File: src/rtl/mds_pkg.sv
`timescale 1ns / 1ps
`default_nettype none
// ----------------------------------------------------------------------------
// Modbus data model store package
// Shared widths, operation and register codes, and the store control struct.
// ----------------------------------------------------------------------------
package mds_pkg;

    localparam int OP_W        = 4;
    localparam int FIELD_W     = 16;
    localparam int LIM_W       = 17;
    localparam int ELEM_W      = 20;
    localparam int CFG_IDX_W   = 8;
    localparam int CFG_DATA_W  = 16;
    localparam int COUNT_BIT_W = 11;
    localparam int COUNT_REG_W = 9;
    localparam int SRC_W       = 3;

    localparam logic [OP_W-1:0] OP_RD_COILS    = 4'd0;
    localparam logic [OP_W-1:0] OP_RD_DISCRETE = 4'd1;
    localparam logic [OP_W-1:0] OP_RD_HOLDING  = 4'd2;
    localparam logic [OP_W-1:0] OP_RD_INPUTREG = 4'd3;
    localparam logic [OP_W-1:0] OP_WR_COIL     = 4'd4;
    localparam logic [OP_W-1:0] OP_WR_REG      = 4'd5;
    localparam logic [OP_W-1:0] OP_WR_COILS    = 4'd6;
    localparam logic [OP_W-1:0] OP_WR_REGS     = 4'd7;
    localparam logic [OP_W-1:0] OP_SET_DISC    = 4'd8;
    localparam logic [OP_W-1:0] OP_SET_INREG   = 4'd9;

    localparam logic [CFG_IDX_W-1:0] CFG_COIL_COUNT      = 8'd0;
    localparam logic [CFG_IDX_W-1:0] CFG_DISCRETE_COUNT  = 8'd1;
    localparam logic [CFG_IDX_W-1:0] CFG_HOLDING_COUNT   = 8'd2;
    localparam logic [CFG_IDX_W-1:0] CFG_INPUT_REG_COUNT = 8'd3;

    // Which store supplies the read data of a result.
    localparam logic [SRC_W-1:0] SRC_NONE  = 3'd0;
    localparam logic [SRC_W-1:0] SRC_COIL  = 3'd1;
    localparam logic [SRC_W-1:0] SRC_DISC  = 3'd2;
    localparam logic [SRC_W-1:0] SRC_HOLD  = 3'd3;
    localparam logic [SRC_W-1:0] SRC_INREG = 3'd4;

    typedef struct packed {
        logic clr;
        logic wr;
        logic rd;
    } t_mem_ctl;

endpackage
`default_nettype wire

File: src/rtl/mds_bit_store.sv
`timescale 1ns / 1ps
`default_nettype none
// ----------------------------------------------------------------------------
// Modbus bit table
// Eight one-bit banks, interleaved by element address, so that any eight
// adjacent elements are read or written in a single access.
// ----------------------------------------------------------------------------
module mds_bit_store
    import mds_pkg::*;
#(
    parameter int DEPTH = 1024
) (
    input  wire logic              i_clk,
    input  wire t_mem_ctl          i_ctl,
    input  wire logic [LIM_W-1:0]  i_clr_row,
    input  wire logic [ELEM_W-1:0] i_elem,
    input  wire logic [7:0]        i_mask,
    input  wire logic [7:0]        i_wbits,
    output logic [7:0]             o_rbits
);

    localparam int ROWS = (DEPTH + 7) / 8;
    localparam int RW   = (ROWS > 1) ? $clog2(ROWS) : 1;
    localparam int EW   = RW + 3;

    logic [2:0]    lo;
    logic [RW-1:0] hi;
    logic [7:0]    r_rd;
    logic [2:0]    r_lo;
    logic [7:0]    r_mask;

    assign lo = i_elem[2:0];
    assign hi = i_elem[EW-1:3];

    for (genvar j = 0; j < 8; j++) begin : g_bank
        logic          r_mem [ROWS];
        logic [2:0]    off;
        logic [RW-1:0] row;

        // Bank j holds the window bit at offset (j - lo) mod 8; banks below
        // the window's first bank wrap onto the next row.
        assign off = 3'(j) - lo;
        assign row = hi + RW'(3'(j) < lo);

        always_ff @(posedge i_clk) begin
            if (i_ctl.clr) begin
                if (32'(i_clr_row) < ROWS) begin
                    r_mem[i_clr_row[RW-1:0]] <= 1'b0;
                end
            end else if (i_ctl.wr && i_mask[off]) begin
                r_mem[row] <= i_wbits[off];
            end
            if (i_ctl.rd) begin
                r_rd[j] <= r_mem[row];
            end
        end
    end

    always_ff @(posedge i_clk) begin
        if (i_ctl.rd) begin
            r_lo   <= lo;
            r_mask <= i_mask;
        end
    end

    always_comb begin
        for (int b = 0; b < 8; b++) begin
            o_rbits[b] = r_rd[3'(r_lo + 3'(b))] & r_mask[b];
        end
    end

endmodule
`default_nettype wire

File: config.mk
export PLATFORM = sky130hd
export DESIGN_NAME = mds_bit_store
export DESIGN_NICKNAME = d
export VERILOG_FILES = /design/src/rtl/mds_pkg.sv /design/src/rtl/mds_bit_store.sv
export SDC_FILE = /design/constraint.sdc
export NUM_CORES = 2
export LEC_CHECK = 0
export BUFFER_PORTS_ARGS = -buffer_cell sky130_fd_sc_hd__buf_2
export CAP_MARGIN = 20
export CELL_PAD_IN_SITES_DETAIL_PLACEMENT = 1
export CELL_PAD_IN_SITES_GLOBAL_PLACEMENT = 1
export CORE_ASPECT_RATIO = 1.1
export CORE_UTILIZATION = 45
export DETAILED_ROUTE_END_ITERATION = 6
export PLACE_DENSITY_LB_ADDON = 0.1
export REMOVE_ABC_BUFFERS = 1
export SYNTH_ARGS = -nofsm -noshare
export SYNTH_HDL_FRONTEND = slang
export SYNTH_SLANG_ARGS = --single-unit
File: constraint.sdc
create_clock -name i_clk -period 28.2 [get_ports i_clk]
set_clock_uncertainty 0.1 [all_clocks]
set_input_delay 7.05 -clock i_clk [delete_from_list [all_inputs] [get_ports i_clk]]
set_output_delay 7.05 -clock i_clk [all_outputs]
set_load 0.005 [all_outputs]
Word-level counts from Yosys, hierarchy flattened
Memories as Yosys holds them, arrays and structs flattened. A register that Yosys moved wholly into a read port is not among the register bits.
Index checks and enable logic that the tools add are counted.
Word-level totals
  bits of input ports: 57
  memories: 8
  bits in writable memories: 1024
  logic and storage cells: 181
  flip-flop bits (word level): 11
Memories
  g_bank[0].r_mem: depth 128, bits a word 1, read ports 1, clocked after Yosys merged registers in 1, write ports 1, line mds_bit_store.sv:36  | logic r_mem [ROWS];
  g_bank[1].r_mem: depth 128, bits a word 1, read ports 1, clocked after Yosys merged registers in 1, write ports 1, line mds_bit_store.sv:36
  g_bank[2].r_mem: depth 128, bits a word 1, read ports 1, clocked after Yosys merged registers in 1, write ports 1, line mds_bit_store.sv:36
  g_bank[3].r_mem: depth 128, bits a word 1, read ports 1, clocked after Yosys merged registers in 1, write ports 1, line mds_bit_store.sv:36
  g_bank[4].r_mem: depth 128, bits a word 1, read ports 1, clocked after Yosys merged registers in 1, write ports 1, line mds_bit_store.sv:36
  g_bank[5].r_mem: depth 128, bits a word 1, read ports 1, clocked after Yosys merged registers in 1, write ports 1, line mds_bit_store.sv:36
  2 more memories
Operators by class
  order comparisons: 25
  mux-type cells: 99
  reduce and logical (&&, ||, !) cells: 16
  bitwise logic cells: 8
  $add $sub $neg: 23
Operators by type and width (count)
  $bmux W1 S3: 24
  $mux W1: 67
  $lt A3 B4 Y1 const B: 16
  $add A7 B1 Y7: 8
  $mux W7: 8
  $lt A17 B8 Y1 const B: 1
  $add A3 B3 Y3 const B: 4
  $lt A3 B3 Y1 const A: 4
  $sub A3 B3 Y3 const A: 4
  $and A1 B1 Y1: 8
  $logic_and A1 B1 Y1: 8
  $reduce_or A1 Y1: 8
  $add A3 B2 Y3 const B: 2
  $lt A1 B3 Y1 const A: 2
  $lt A2 B3 Y1 const A: 2
  $sub A1 B3 Y3 const A: 2
  $sub A2 B3 Y3 const A: 2
  $add A3 B1 Y3 const B: 1

Logic depth before layout (Yosys ltp)
  word-level depth: 9
  mapped depth: 15

Least setup slack after synthesis
No wires, ideal clock.
  path kind: input to register
  from: in i_elem[1]
  to: mem g_bank[2].r_mem[0] (data pin)
  setup slack: 13.572 ns
  buffers on the path: 2
  stages: 7
  data arrival time: 13.375 ns
  required time: 26.948 ns
  cells stage by stage: clkbuf_1 inv_1 ha_1 clkbuf_1 mux4_2 mux2i_1 nor3_1
Between the ends
  word-level cells in the longest chain between the ends: 9
  elaborated cells on any way between the ends: 11
Ends and longest elaborated chain
  from (decl): line mds_bit_store.sv:16  | input wire logic [ELEM_W-1:0] i_elem,
  $sub A2 B3 Y3 *: line mds_bit_store.sv:42  | assign off = 3'(j) - lo;
  $bmux W1 S3: line mds_bit_store.sv:50  | end else if (i_ctl.wr && i_mask[off]) begin
  $mux W1 (implied by the code): line mds_bit_store.sv:50
  $logic_and A1 B1 Y1: line mds_bit_store.sv:50
  $mux W1: line mds_bit_store.sv:50
  $mux W1: line mds_bit_store.sv:46  | if (i_ctl.clr) begin
  $mux W1 (implied by the code): line mds_bit_store.sv:51  | r_mem[row] <= i_wbits[off];
  $reduce_or A1 Y1 (no source line)
  $mux W1 (no source line) *
  to (decl): line mds_bit_store.sv:36
Every way passes the cells marked *; elsewhere a longest branch is shown, timed or not. The select of a mux whose other input is x is not followed.

Final worst setup path
  from: in i_elem[4]
  to: reg r_rd[4], read port of g_bank[4].r_mem (data pin)
Between the ends
  word-level cells in the longest chain between the ends: 1
Ends and longest elaborated chain
  $add A7 B1 Y7: line mds_bit_store.sv:43  | assign row = hi + RW'(3'(j) < lo);
  to (decl): line mds_bit_store.sv:28  | logic [7:0] r_rd;
Every way passes these cells.
A chain may end at the register's enable or synchronous reset.

==> metrics.txt <==
drt initial violations=around 3000; Internal Power=2.58 mW; Async SR Flop Fraction=0; Flop pwr share=0.505; largest family of logic cells by synthesized area=multiplexers; CORE AREA=~110000 sq um; Multi-input gate area=18100 sq um; Finished Layout Cells=approximately 5300; DRT Pass-1 Iters=5; Vias/cell=5.97; Synth Area in Compound Gates=0.0383; Startpoint Class=input port; Ys Warns=0; IO Count=65; CTS tree=built; placed wire-length estimate=between 80 and 90 mm; Max Cap Viol=0; Clock Power Share=0.403; register bit count reported by yosys=~1000; width of the die=approximately 320 microns; worst hold path type=reg2reg; crit share post-route=0.396; Reg area=approximately 31000 sq um; worst slew pin tran=~1.2 ns; Slew HR=0.179; combinational fraction of design power=0.092; Net Sw Frac=0.240; hold violation total from the final report=0; most frequent cells in the layout=nor2_1, edfxtp_1, mux4_2; clock tree sinks=1043; pwr/cell area=between 60 and 70 nW/um^2; Synth Area in Adders=0.00448; Post-Route WL=~140 mm; unrepaired setup endpoints after global routing=no; synth unique cells=64; Post-CTS Resized=0; Die ar.=between 100000 and 150000 sq um; clk_lat worst skew=~0.7 ns; gr usage total=0.251; Synth Area in Simple Gates=0.129; Routed Antenna Nets=0; CP Data Arrival Time=approximately 12 ns; number of global-route vias before repair=34200; Clock Pin Slew Worst Setup and Hold Paths=around 0.06 ns; hold buffers post-CTS=0; Post-route DRC=0; area delta synth->final=11.2%; Max VDD drop=0.0000525 V; Starting Density=0.454; I/O Buffers=54; Post-synth EDFFs=roughly 1000; wire length of the first global-routing pass=roughly 210 mm; die span in y=about 350 microns; pre-CTS setup slack=approximately 16 ns; synthesized area=50200 sq um; Top FF cell, synth=edfxtp_1; status=finished clean; Syn Inst Count=roughly 3700; mux contribution to synthesized area=0.175; H-tree depth=3; Req. time, crit path=approximately 29 ns; fmax=roughly 0.090 GHz; register area share after synthesis=0.623; number of antenna violations at the first check in global routing=24; Clk Tree Root Cell=clkbuf_16; P_leak=approximately 14 nW; worst-case clock buffer depth=3; Mean Syn Cell Area=between 10 and 15 sq um; most common cell after layout, fill and taps aside=nor2_1; Slew Viols, Final=0; final worst slack=17.04 ns; TritonCTS buffer count=109; Routed wire per std cell=roughly 27 microns; CP endpoint kind=register; largest net degree at the start of global routing=about 130; Final Setup Violations=0; GP Congestion=between 0.8 and 0.9; crit-path max FO=50; share of cells above drive strength 1=0.188; XOR/XNOR share of the synthesized area=0.00941; setup tns final=0 ns; reg2reg setup slack=25.53 ns; DP Cell Count=~5100; row count=about 130; Vias=between 30000 and 40000; Setup Fix Bufs, Post-CTS=0; CP Class=in2reg; Fillers=between 10000 and 15000; Net Sw Power=a little over 0.8 mW; fin crit period=about 11 ns; layout net count=around 3800; grt ovf=0
## cells in the mapped netlist (34+ instances only)
| cell | n | area (sq um) |
|---|---|---|
| o21ai_0 | 51 | 255 |
| xnor2_1 | 46 | 403 |
| mux2i_1 | 66 | 661 |
| nand3_1 | 54 | 270 |
| nand2_1 | 295 | 1110 |
| nor2_1 | 1101 | 4130 |
| clkbuf_1 | 161 | 604 |
| a21oi_1 | 58 | 290 |
| edfxtp_1 | 1043 | 31300 |
| buf_2 | 45 | 225 |
| mux4_2 | 353 | 7950 |
| a31oi_1 | 48 | 300 |
| nor3_1 | 34 | 170 |
| a22oi_1 | 43 | 323 |
## final timing paths
| kind | start | cells past startpoint | endpoint |
|---|---|---|---|
| setup reg to reg | g_bank[4].r_mem[44] | 6 | r_rd[4] |
| hold reg to reg | g_bank[3].r_mem[106] | 6 | r_rd[3] |
| setup / recovery | i_elem[4] | 10 | r_rd[4] |
| hold / removal | g_bank[3].r_mem[106] | 6 | r_rd[3] |
## state kept, by name, indices dropped and copies added, names as in the netlist
name,count
r_lo,3
r_rd,8
g_bank.r_mem,1024
r_mask,8
## metrics by stage
step                utilization  power, mW  cell area [sq um]  hold slack, ns
floorplan                     -       1.94              49300           0.938
global placement          0.472       2.05              52300            1.11
detailed placement        0.472       2.06              52300            1.13
CTS                       0.502       3.43              55600            1.16
global route              0.505       3.50              55800            1.19
finish                    0.505       3.40              55900            1.16
## per-layer routing
layer | track usage | vias up | wire, microns
met5 | 0 | - | 151
met4 | 0.0872 | 22 | 4210
met3 | 0.0439 | 248 | 8780
met2 | 0.424 | 889 | 70200
met1 | 0.328 | 16700 | 58000
li1 | - | 13900 | -
## area by class of cell
cell class,instances,area share
well taps,1495,0.0335
inverters,27,0.00181
diodes,6,0.000269
clock inverters,66,0.00858
multi-input cells,2408,0.323
clock buffers,131,0.0511
repair buffers,149,0.0207
flip-flops and latches,1043,0.561
## power by group through the flow
stage / combinational (mW) / clock [mW] / sequential [mW]
3_5_place_dp: 0.310 / 0 / 1.75
6_report: 0.314 / 1.37 / 1.72
5_1_grt: 0.336 / 1.45 / 1.72
3_3_place_gp: 0.303 / 0 / 1.75
2_1_floorplan: 0.184 / 0 / 1.75
4_1_cts: 0.311 / 1.40 / 1.72
## kinds of logic (layout without fill, tap and decap cells)
logic type / after synthesis / count (layout)
multiplexers: 434 / 434
XOR/XNOR: 54 / 54
flip-flops: 1043 / 1043
AO/OA/AOI/OAI: 293 / 293
adder cells (fa/ha/maj): 18 / 18
AND/OR/NAND/NOR: 1609 / 1609
buffers and inverters: 257 / 373
other: 0 / 6
## critical path, cell delays in order
cell	delay [ns]
clkbuf_8	0.41
buf_4	0.57
buf_4	0.74
buf_4	0.77
mux4_2	0.60
a22oi_1	0.22
a21oi_1	0.14
o41ai_1	0.44
o21ai_0	0.15
mux2_2	0.35
No activity file was read; power rests on OpenSTA's default activity.
